==> src/rtl/tcf_pkg.sv <==
// Package for the tilt complementary filter: types, constants and the CORDIC arctangent table.
// Used by tcf_ctrl, tcf_datapath and tilt_complementary_filter.
package tcf_pkg;

   localparam int CORDIC_ITER_DEF = 16;
   localparam int ATAN_ENTRIES    = 24;
   localparam int MULT_STEPS      = 6;
   localparam int STEP_W          = 6;
   localparam int CSR_IDX_W       = 2;
   localparam int CSR_DATA_W      = 17;

   localparam logic [CSR_IDX_W-1:0] CSR_BLEND_WEIGHT      = 2'd0;
   localparam logic [CSR_IDX_W-1:0] CSR_GRAVITY_REFERENCE = 2'd1;
   localparam logic [CSR_IDX_W-1:0] CSR_GRAVITY_TOLERANCE = 2'd2;

   localparam logic [16:0] BLEND_WEIGHT_RESET      = 17'd64225;
   localparam logic [14:0] GRAVITY_REFERENCE_RESET = 15'd16384;
   localparam logic [14:0] GRAVITY_TOLERANCE_RESET = 15'd2458;
   localparam logic [16:0] WEIGHT_ONE              = 17'd65536;

   localparam logic signed [32:0] PI_Q28    = 33'sd843314857;

   // divide by 10^6 after the 2^17 scale reduces to a divide by 15625 with rounding 7812
   localparam logic [13:0] DIV_CORE     = 14'd15625;
   localparam logic [12:0] ROUND_CORE   = 13'd7812;
   // ceil(2^45 / 15625), exact for numerators below 2^31
   localparam logic [31:0] RECIP_WIDE   = 32'd2251799814;
   // ceil(2^39 / 15625), exact for numerators below 2^25
   localparam logic [25:0] RECIP_NARROW = 26'd35184373;

   typedef enum logic [2:0] {
      ST_IDLE, ST_MULT, ST_ITER, ST_PREP, ST_BLO, ST_BHI, ST_FINISH
   } ctrl_state_type;

   typedef enum logic [3:0] {
      MS_NONE, MS_RATE, MS_AX, MS_AY, MS_AZ, MS_LO, MS_HI, MS_BLO, MS_BHI
   } mul_sel_type;

   typedef struct packed {
      logic        load_in;
      mul_sel_type mul_sel;
      logic        cordic_step;
      logic [4:0]  cordic_idx;
      logic        prep;
      logic        finish;
   } dp_cmd_type;

   function automatic logic [27:0] atan_q28(input logic [4:0] idx);
      logic [27:0] v;
      case (idx)
         5'd0: v = 28'd210828714;
         5'd1: v = 28'd124459457;
         5'd2: v = 28'd65760959;
         5'd3: v = 28'd33381290;
         5'd4: v = 28'd16755422;
         5'd5: v = 28'd8385879;
         5'd6: v = 28'd4193963;
         5'd7: v = 28'd2097109;
         5'd8: v = 28'd1048571;
         5'd9: v = 28'd524287;
         5'd10: v = 28'd262144;
         5'd11: v = 28'd131072;
         5'd12: v = 28'd65536;
         5'd13: v = 28'd32768;
         5'd14: v = 28'd16384;
         5'd15: v = 28'd8192;
         5'd16: v = 28'd4096;
         5'd17: v = 28'd2048;
         5'd18: v = 28'd1024;
         5'd19: v = 28'd512;
         5'd20: v = 28'd256;
         5'd21: v = 28'd128;
         5'd22: v = 28'd64;
         5'd23: v = 28'd32;
         default: v = 28'd0;
      endcase
      return v;
   endfunction

endpackage

==> src/rtl/tcf_ctrl.sv <==
// Controller for the tilt complementary filter: sequences multiply, iterate, blend and output.
// Depends on tcf_pkg; drives tcf_datapath through a command struct.
module tcf_ctrl #(
   parameter int CORDIC_ITERATIONS = tcf_pkg::CORDIC_ITER_DEF
) (
   input  logic                clock,
   input  logic                reset,
   input  logic                req_tvalid,
   output logic                req_tready,
   output logic                rsp_tvalid,
   input  logic                rsp_tready,
   output tcf_pkg::dp_cmd_type cmd
);
   import tcf_pkg::*;

   ctrl_state_type    state_ff, state_in;
   logic [STEP_W-1:0] step_ff, step_in;
   logic              rsp_valid_ff, rsp_valid_in;

   always_ff @(posedge clock) begin
      if (reset) begin
         state_ff     <= ST_IDLE;
         step_ff      <= '0;
         rsp_valid_ff <= 1'b0;
      end else begin
         state_ff     <= state_in;
         step_ff      <= step_in;
         rsp_valid_ff <= rsp_valid_in;
      end
   end

   always_comb begin
      state_in    = state_ff;
      step_in     = step_ff;
      req_tready  = 1'b0;
      cmd         = '0;
      cmd.mul_sel = MS_NONE;
      case (state_ff)
         ST_IDLE: begin
            req_tready = 1'b1;
            if (req_tvalid) begin
               cmd.load_in = 1'b1;
               step_in     = '0;
               state_in    = ST_MULT;
            end
         end
         ST_MULT: begin
            case (step_ff)
               6'd0: cmd.mul_sel = MS_RATE;
               6'd1: cmd.mul_sel = MS_AX;
               6'd2: cmd.mul_sel = MS_AY;
               6'd3: cmd.mul_sel = MS_AZ;
               6'd4: cmd.mul_sel = MS_LO;
               default: cmd.mul_sel = MS_HI;
            endcase
            if (step_ff == STEP_W'(MULT_STEPS - 1)) begin
               step_in  = '0;
               state_in = ST_ITER;
            end else begin
               step_in = step_ff + 1'b1;
            end
         end
         ST_ITER: begin
            cmd.cordic_step = 1'b1;
            cmd.cordic_idx  = step_ff[4:0];
            if (step_ff == STEP_W'(CORDIC_ITERATIONS - 1)) begin
               state_in = ST_PREP;
            end else begin
               step_in = step_ff + 1'b1;
            end
         end
         ST_PREP: begin
            cmd.prep = 1'b1;
            state_in = ST_BLO;
         end
         ST_BLO: begin
            cmd.mul_sel = MS_BLO;
            state_in    = ST_BHI;
         end
         ST_BHI: begin
            cmd.mul_sel = MS_BHI;
            state_in    = ST_FINISH;
         end
         ST_FINISH: begin
            if (!rsp_valid_ff || rsp_tready) begin
               cmd.finish = 1'b1;
               state_in   = ST_IDLE;
            end
         end
         default: state_in = ST_IDLE;
      endcase
   end

   always_comb begin
      if (cmd.finish) begin
         rsp_valid_in = 1'b1;
      end else if (rsp_tready) begin
         rsp_valid_in = 1'b0;
      end else begin
         rsp_valid_in = rsp_valid_ff;
      end
   end

   assign rsp_tvalid = rsp_valid_ff;

endmodule

==> src/rtl/tcf_datapath.sv <==
// Datapath for the tilt complementary filter: shared multiplier, divider, CORDIC, blend.
// Depends on tcf_pkg; commanded by tcf_ctrl.
module tcf_datapath (
   input  logic                clock,
   input  logic                reset,
   input  tcf_pkg::dp_cmd_type cmd,
   input  logic signed [15:0]  accel_x,
   input  logic signed [15:0]  accel_y,
   input  logic signed [15:0]  accel_z,
   input  logic signed [15:0]  gyro_rate,
   input  logic [15:0]         elapsed_us,
   input  logic                init_from_accel,
   input  logic [16:0]         blend_weight,
   input  logic [14:0]         gravity_reference,
   input  logic [14:0]         gravity_tolerance,
   output logic signed [31:0]  tilt_angle_out,
   output logic signed [15:0]  angle_rate,
   output logic                accel_used,
   output logic                angle_saturated
);
   import tcf_pkg::*;

   logic signed [15:0] ax_ff, ay_ff, az_ff, rate_ff;
   logic [15:0]        us_ff;
   logic               init_ff;

   logic [32:0]        mag_ff;
   logic [31:0]        lo2_ff, hi2_ff;
   logic [30:0]        p_ff;
   logic [17:0]        q1_ff;
   logic [24:0]        n2_ff;
   logic [28:0]        quo_ff;
   logic               neg_ff;
   logic signed [33:0] x_ff, y_ff;
   logic signed [32:0] ang_ff;
   logic               zero_ff;
   logic signed [32:0] gyro_ff, acc_ff;
   logic signed [33:0] diff_ff;
   logic               win_ff;
   logic [16:0]        a_ff;
   logic signed [53:0] sum_ff;
   logic signed [31:0] tilt_ff;

   logic signed [17:0] op_a, op_b;
   logic signed [35:0] prod;
   logic [15:0]        abs_rate, abs_ax, abs_ay, abs_az, hi_v;
   logic [14:0]        lo_v;

   always_comb begin
      abs_rate = rate_ff[15] ? 16'(-rate_ff) : rate_ff;
      abs_ax   = ax_ff[15] ? 16'(-ax_ff) : ax_ff;
      abs_ay   = ay_ff[15] ? 16'(-ay_ff) : ay_ff;
      abs_az   = az_ff[15] ? 16'(-az_ff) : az_ff;
      lo_v     = (gravity_reference > gravity_tolerance) ?
                 gravity_reference - gravity_tolerance : 15'd0;
      hi_v     = {1'b0, gravity_reference} + {1'b0, gravity_tolerance};
      case (cmd.mul_sel)
         MS_RATE: begin op_a = {2'b0, abs_rate};    op_b = {2'b0, us_ff};  end
         MS_AX:   begin op_a = {2'b0, abs_ax};      op_b = {2'b0, abs_ax}; end
         MS_AY:   begin op_a = {2'b0, abs_ay};      op_b = {2'b0, abs_ay}; end
         MS_AZ:   begin op_a = {2'b0, abs_az};      op_b = {2'b0, abs_az}; end
         MS_LO:   begin op_a = {3'b0, lo_v};        op_b = {3'b0, lo_v};   end
         MS_HI:   begin op_a = {2'b0, hi_v};        op_b = {2'b0, hi_v};   end
         MS_BLO:  begin op_a = {1'b0, a_ff}; op_b = {1'b0, diff_ff[16:0]}; end
         MS_BHI:  begin op_a = {1'b0, a_ff}; op_b = {diff_ff[33], diff_ff[33:17]}; end
         default: begin op_a = '0; op_b = '0; end
      endcase
      prod = op_a * op_b;
   end

   always_ff @(posedge clock) begin
      if (cmd.load_in) begin
         ax_ff   <= accel_x;
         ay_ff   <= accel_y;
         az_ff   <= accel_z;
         rate_ff <= gyro_rate;
         us_ff   <= elapsed_us;
         init_ff <= init_from_accel;
      end
   end

   // multiplier products, divider and CORDIC seed
   logic signed [33:0] x0, y0;
   always_comb begin
      x0 = {{4{az_ff[15]}}, az_ff, 14'b0};
      y0 = {{4{ax_ff[15]}}, ax_ff, 14'b0};
   end

   // split |rate|*us into 15625*q1 + r1, then divide (r1*2048 + 7812) by 15625
   logic [62:0]        q1_prod;
   logic [31:0]        r1_v;
   logic [24:0]        n2_v;
   logic [50:0]        q2_prod;
   logic signed [33:0] xs, ys;
   logic signed [32:0] atan_v;
   always_comb begin
      q1_prod = {32'b0, p_ff} * {31'b0, RECIP_WIDE};
      r1_v    = {1'b0, p_ff} - {14'b0, q1_ff} * {18'b0, DIV_CORE};
      n2_v    = {r1_v[13:0], 11'b0} + {12'b0, ROUND_CORE};
      q2_prod = {26'b0, n2_ff} * {25'b0, RECIP_NARROW};
      xs      = x_ff >>> cmd.cordic_idx;
      ys      = y_ff >>> cmd.cordic_idx;
      atan_v  = $signed({5'b0, atan_q28(cmd.cordic_idx)});
   end

   always_ff @(posedge clock) begin
      q1_ff  <= q1_prod[62:45];
      n2_ff  <= n2_v;
      quo_ff <= {q1_ff, 11'b0} + {17'b0, q2_prod[50:39]};
   end

   always_ff @(posedge clock) begin
      case (cmd.mul_sel)
         MS_RATE: begin
            p_ff    <= prod[30:0];
            neg_ff  <= rate_ff[15];
            zero_ff <= (ax_ff == 16'sd0) && (az_ff == 16'sd0);
            if (az_ff[15]) begin
               x_ff   <= -x0;
               y_ff   <= -y0;
               ang_ff <= ax_ff[15] ? -PI_Q28 : PI_Q28;
            end else begin
               x_ff   <= x0;
               y_ff   <= y0;
               ang_ff <= '0;
            end
         end
         MS_AX: mag_ff <= {1'b0, prod[31:0]};
         MS_AY: mag_ff <= mag_ff + {1'b0, prod[31:0]};
         MS_AZ: mag_ff <= mag_ff + {1'b0, prod[31:0]};
         MS_LO: lo2_ff <= prod[31:0];
         MS_HI: hi2_ff <= prod[31:0];
         MS_BLO: sum_ff <= ({{21{acc_ff[32]}}, acc_ff} <<< 16) + 54'sd32768
                           + {{18{prod[35]}}, prod};
         MS_BHI: sum_ff <= sum_ff + ({{18{prod[35]}}, prod} <<< 17);
         default: ;
      endcase
      if (cmd.cordic_step) begin
         if (!y_ff[33]) begin
            x_ff   <= x_ff + ys;
            y_ff   <= y_ff - xs;
            ang_ff <= ang_ff + atan_v;
         end else begin
            x_ff   <= x_ff - ys;
            y_ff   <= y_ff + xs;
            ang_ff <= ang_ff - atan_v;
         end
      end
   end

   // gyro prediction, accelerometer angle and window test
   logic signed [32:0] q_s, gyro_v, acc_v;
   always_comb begin
      q_s    = $signed({4'b0, quo_ff});
      gyro_v = {tilt_ff[31], tilt_ff} + (neg_ff ? -q_s : q_s);
      acc_v  = zero_ff ? 33'sd0 : ang_ff;
   end

   always_ff @(posedge clock) begin
      if (cmd.prep) begin
         gyro_ff <= gyro_v;
         acc_ff  <= acc_v;
         diff_ff <= {gyro_v[32], gyro_v} - {acc_v[32], acc_v};
         win_ff  <= (mag_ff >= {1'b0, lo2_ff}) && (mag_ff <= {1'b0, hi2_ff});
         a_ff    <= (blend_weight > WEIGHT_ONE) ? WEIGHT_ONE : blend_weight;
      end
   end

   // saturate and commit
   logic signed [36:0] pre_sat;
   logic signed [31:0] res_v;
   logic               used_v, sat_v;
   always_comb begin
      pre_sat = win_ff ? sum_ff[52:16] : {{4{gyro_ff[32]}}, gyro_ff};
      used_v  = 1'b1;
      sat_v   = 1'b0;
      res_v   = acc_ff[31:0];
      if (!init_ff) begin
         used_v = win_ff;
         if (pre_sat > 37'sh007FFFFFFF) begin
            res_v = 32'sh7FFFFFFF;
            sat_v = 1'b1;
         end else if (pre_sat < -37'sh0080000000) begin
            res_v = 32'sh80000000;
            sat_v = 1'b1;
         end else begin
            res_v = pre_sat[31:0];
         end
      end
   end

   always_ff @(posedge clock) begin
      if (reset) begin
         tilt_ff <= '0;
      end else if (cmd.finish) begin
         tilt_ff <= res_v;
      end
   end

   always_ff @(posedge clock) begin
      if (cmd.finish) begin
         tilt_angle_out  <= res_v;
         angle_rate      <= rate_ff;
         accel_used      <= used_v;
         angle_saturated <= sat_v;
      end
   end

endmodule

==> src/rtl/tilt_complementary_filter.sv <==
// Top level of the tilt complementary filter: configuration registers and stream ports.
// Depends on tcf_pkg, tcf_ctrl and tcf_datapath.
//
//   channel  direction  handshake          payload
//   req      in         req_tvalid/tready  req_tdata (80 bits), req_tuser (1 bit)
//   rsp      out        rsp_tvalid/tready  rsp_tdata (48 bits), rsp_tuser (2 bits)
//   csr      in         csr_we             csr_index (2 bits), csr_wdata (17 bits)
//
// One transaction runs from acceptance to result as 6 steps on the shared 18x18 multiplier,
// then CORDIC_ITERATIONS CORDIC steps while the reciprocal divide by 10^6 settles, then
// the blend prep, low-half and high-half steps and the output load.
// The next transaction is accepted the cycle after the result is loaded.
// Reset is synchronous and clears the angle and the configuration to defaults.
// A stalled rsp side holds the result; the block waits before loading the next.
module tilt_complementary_filter #(
   parameter int CORDIC_ITERATIONS = tcf_pkg::CORDIC_ITER_DEF
) (
   input  logic                               clock,
   input  logic                               reset,
   input  logic                               req_tvalid,
   output logic                               req_tready,
   // accel_x, accel_y, accel_z, gyro_rate, elapsed_us
   input  logic [79:0]                        req_tdata,
   // init_from_accel
   input  logic [0:0]                         req_tuser,
   output logic                               rsp_tvalid,
   input  logic                               rsp_tready,
   // tilt_angle_out, angle_rate
   output logic [47:0]                        rsp_tdata,
   // accel_used, angle_saturated
   output logic [1:0]                         rsp_tuser,
   input  logic                               csr_we,
   input  logic [tcf_pkg::CSR_IDX_W-1:0]      csr_index,
   input  logic [tcf_pkg::CSR_DATA_W-1:0]     csr_wdata
);
   import tcf_pkg::*;

   logic [16:0] blend_weight_ff;
   logic [14:0] gravity_reference_ff, gravity_tolerance_ff;

   always_ff @(posedge clock) begin
      if (reset) begin
         blend_weight_ff      <= BLEND_WEIGHT_RESET;
         gravity_reference_ff <= GRAVITY_REFERENCE_RESET;
         gravity_tolerance_ff <= GRAVITY_TOLERANCE_RESET;
      end else if (csr_we) begin
         case (csr_index)
            CSR_BLEND_WEIGHT:      blend_weight_ff      <= csr_wdata;
            CSR_GRAVITY_REFERENCE: gravity_reference_ff <= csr_wdata[14:0];
            CSR_GRAVITY_TOLERANCE: gravity_tolerance_ff <= csr_wdata[14:0];
            default: ;
         endcase
      end
   end

   dp_cmd_type         cmd;
   logic signed [31:0] tilt_angle_out;
   logic signed [15:0] angle_rate;
   logic               accel_used, angle_saturated;

   tcf_ctrl #(
      .CORDIC_ITERATIONS(CORDIC_ITERATIONS)
   ) u_ctrl (
      .clock      (clock),
      .reset      (reset),
      .req_tvalid (req_tvalid),
      .req_tready (req_tready),
      .rsp_tvalid (rsp_tvalid),
      .rsp_tready (rsp_tready),
      .cmd        (cmd)
   );

   tcf_datapath u_datapath (
      .clock             (clock),
      .reset             (reset),
      .cmd               (cmd),
      .accel_x           (req_tdata[15:0]),
      .accel_y           (req_tdata[31:16]),
      .accel_z           (req_tdata[47:32]),
      .gyro_rate         (req_tdata[63:48]),
      .elapsed_us        (req_tdata[79:64]),
      .init_from_accel   (req_tuser[0]),
      .blend_weight      (blend_weight_ff),
      .gravity_reference (gravity_reference_ff),
      .gravity_tolerance (gravity_tolerance_ff),
      .tilt_angle_out    (tilt_angle_out),
      .angle_rate        (angle_rate),
      .accel_used        (accel_used),
      .angle_saturated   (angle_saturated)
   );

   assign rsp_tdata = {angle_rate, tilt_angle_out};
   assign rsp_tuser = {angle_saturated, accel_used};

endmodule

==> config.mk <==
export PLATFORM = sky130hd
export DESIGN_NAME = tilt_complementary_filter
export DESIGN_NICKNAME = d
export VERILOG_FILES = /design/src/rtl/tcf_pkg.sv /design/src/rtl/tcf_ctrl.sv /design/src/rtl/tcf_datapath.sv /design/src/rtl/tilt_complementary_filter.sv
export SDC_FILE = /design/constraint.sdc
export NUM_CORES = 2
export LEC_CHECK = 0
export BUFFER_PORTS_ARGS = -buffer_cell sky130_fd_sc_hd__buf_2
export CELL_PAD_IN_SITES_DETAIL_PLACEMENT = 0
export CELL_PAD_IN_SITES_GLOBAL_PLACEMENT = 1
export CORE_MARGIN = 1.5
export CORE_UTILIZATION = 57
export CTS_BUF_LIST = sky130_fd_sc_hd__clkbuf_4
export DETAILED_ROUTE_END_ITERATION = 8
export PLACE_DENSITY_LB_ADDON = 0.1
export SLEW_MARGIN = 20
export SYNTH_ARGS = -nofsm -noshare
export SYNTH_HDL_FRONTEND = slang
export SYNTH_SLANG_ARGS = --single-unit
export TNS_END_PERCENT = 5
==> constraint.sdc <==
create_clock -name clock -period 26.9 [get_ports clock]
set_input_delay 1.345 -clock clock [delete_from_list [all_inputs] [get_ports clock]]
set_output_delay 1.345 -clock clock [all_outputs]
set_load 0.02 [all_outputs]
==> key figures <==
Critical path
  • Startpoint types: flip-flop
  • Most frequent CP cell: inv_1
  • Critical path fanouts, max: 47
  • CP endpoint kind: flip-flop
  • CP required: 27.79 ns
  • Worst Path Buf+Inv: 9
  • Critical path depth: 47
  • Worst EP arrival: 14.74 ns
  • R2r worst-path depth: 47
  • CP peak stage delay: 0.72 ns
  • R2r setup slk: 13.05 ns
  • Crit path max-delay family: compound AO/OA/AOI/OAI gates
  • WS Path Type: flip-flop to flip-flop
  • Crit-path slowest cell: dfxtp_1

Hold path
  • HP Class: input pin to flip-flop
  • Hold Path Depth: 1

Logic synthesis
  • Asr flop ratio synth: 0
  • Post-synthesis sequential area ratio: 0.228
  • Post-synth EDFFs: 517
  • Most used flip-flop cell after synthesis: edfxtp_1
  • Post-synth cell types: 104
  • Syn Std Cell Area: 81400 um2
  • Cell count after synthesis: 8589
  • Syn avg cell area: 9.48 um2
  • Yosys reg bits: 667
  • Yosys warnings: 0
  • Syn_nets: 10600

Global route
  • Pin count of the biggest net entering global routing: 85
  • Total global-route track usage: 0.345
  • Initial antenna violation count: 9
  • Vias in the first global route: 65700
  • Overflow left after global routing: 0
  • First-pass GRT wire length: 385000 um

Final layout
  • Area growth syn-to-layout: 6.86%
  • Most common cell after layout, fill and taps aside: inv_1
  • # fillers: 12500
  • Commonest non-fill, non-tap cells in the layout: inv_1, ha_1, fa_1, nand2_1, edfxtp_1
  • Nets: 10800
  • Layout Cells excl Fill: 10800
  • Final instance area: 87000 um2
  • Share of cells above drive strength 1: 0.0822

Place
  • Placed cells: 10500
  • HPWL Detailed: 200000 um
  • Port Buffers: 156
  • Placed inst area: 84500 um2
  • Final RePlAce weighted congestion: 0.977

Clock network
  • Postcts setup bufs: 0
  • Post-CTS sizing: 0
  • H-tree depth: 4
  • Clock latency on the worst-skew pair: 1.16 ns
  • Hold_buf cts: 0
  • Clock sinks: 667
  • Worst-path clk slew: 0.06 ns
  • Num CTS Buffers: 186
  • CTS tree: built
  • Root Buffer: clkbuf_4
  • Max Buffers Root-to-Sink: 3

Detailed routing
  • DRC viols: 0
  • Overall routed net length: 249000 um
  • DR pass1 iterations: 9
  • DRC violation total after the first TritonRoute iteration: 4877
  • Vias per cell: 5.98
  • Total number of vias: 64800
  • Antenna viol nets, final: 0
  • Routed WL per cell: 22.9 um

Die
  • # IOs: 157
  • Die X: 381 um
  • Die H: 381 um
  • Die area: 145000 um2
  • Row cnt: 138
  • Core area: 142000 um2
  • Starting Density: 0.575

Timing
  • Minimum clock period: 13.85 ns
  • FMAX: 0.0722 GHz
  • RSZ-0062 raised after global routing: false
  • Final period utilization: 0.515
  • Setup violators final: 0
  • Worst slew margin: 0.196
  • Final Hold Vio Count: 0
  • Clk_skew: 0.0830 ns
  • Setup_tns: 0 ns
  • Worst slew pin tran: 1.20 ns
  • Hold Slack: 0.359 ns
  • Max-slew violation count: 0

Run
  • Max capacitance violation total: 0

Status
  • Status: finished clean
==> metrics by stage <==
step,utilization,setup WS (ns)
5_1_grt,0.615,12.29
4_1_cts,0.614,13.15
6_report,0.615,13.05
3_3_place_gp,0.597,13.33
3_5_place_dp,0.597,13.17
2_1_floorplan,-,14.86
==> kinds of logic (layout without fill, tap and decap cells) <==
| logic type | Yosys count | count (layout) | synth area share |
|---|---|---|---|
| AOI/OAI and AO/OA | 1834 | 1834 | 0.147 |
| xor gates and xnor gates | 504 | 504 | 0.0544 |
| adders and majority gates | 1883 | 1883 | 0.361 |
| buffers and inverters | 1574 | 1930 | 0.0737 |
| DFF | 667 | 667 | 0.228 |
| muxes | 178 | 178 | 0.0238 |
| other | 0 | 11 | 0 |
| and+or+nand+nor | 1949 | 1949 | 0.113 |
==> flip-flops by register name, indices dropped and copies added (netlist names), 18 cells and up <==
register                   count
u_datapath.acc_ff             33
u_datapath.ang_ff             33
u_datapath.diff_ff            34
u_datapath.gyro_ff            33
u_datapath.hi2_ff             32
u_datapath.lo2_ff             32
u_datapath.mag_ff             33
u_datapath.p_ff               31
u_datapath.q1_ff              18
u_datapath.quo_ff             29
u_datapath.sum_ff             37
u_datapath.tilt_angle_out     32
u_datapath.tilt_ff            32
u_datapath.x_ff               34
u_datapath.y_ff               34
==> metal layers <==
layer | track usage | vias up | part of all wire
met5 | 0 | - | 0.00029
met3 | 0.0626 | 531 | 0.076
li1 | - | 30100 | -
met1 | 0.465 | 31700 | 0.42
met2 | 0.553 | 2560 | 0.46
met4 | 0.130 | 12 | 0.040
==> cell usage after synthesis, drive strengths merged (58+ instances only) <==
library cell | count | area, um2
inv | 1331 | 5000
ha | 1106 | 13800
fa | 777 | 15600
nand2 | 690 | 2590
edfxtp | 517 | 15500
a21oi | 510 | 2550
nor2 | 502 | 1880
o21ai | 387 | 1940
xnor2 | 318 | 2790
a21o | 185 | 1390
xor2 | 185 | 1620
clkbuf | 167 | 627
dfxtp | 150 | 3000
mux2i | 131 | 1350
nand2b | 114 | 713
nand3 | 108 | 541
nor3 | 102 | 510
nor2b | 85 | 532
buf | 75 | 379
o21a | 75 | 563
a22oi | 74 | 556
a211oi | 61 | 475
o31ai | 58 | 440
==> final cells by class <==
type / count / area (um2) / share of cell area
Timing Repair Buffer: 258 / 1550 / 0.0178
Inverter: 1332 / 5000 / 0.0575
Multi-Input combinational cell: 6348 / 57100 / 0.656
Clock inverter: 68 / 407 / 0.00467
Antenna cell: 11 / 27.5 / 0.000316
Clock buffer: 272 / 2040 / 0.0235
Sequential cell: 667 / 18500 / 0.213
Tap cell: 1890 / 2360 / 0.0272
==> worst paths after layout <==
kind	start	end
max reg2reg	u_ctrl.step_ff[1]	u_datapath.sum_ff[52]
max	u_ctrl.step_ff[1]	u_datapath.sum_ff[52]
min	req_tdata[68]	u_datapath.us_ff[4]
min reg2reg	u_datapath.q1_ff[17]	u_datapath.quo_ff[28]
Power is left out: the tool's default activity adds up to more than one toggle a clock period on the data nets, which glitch-free logic cannot reach.
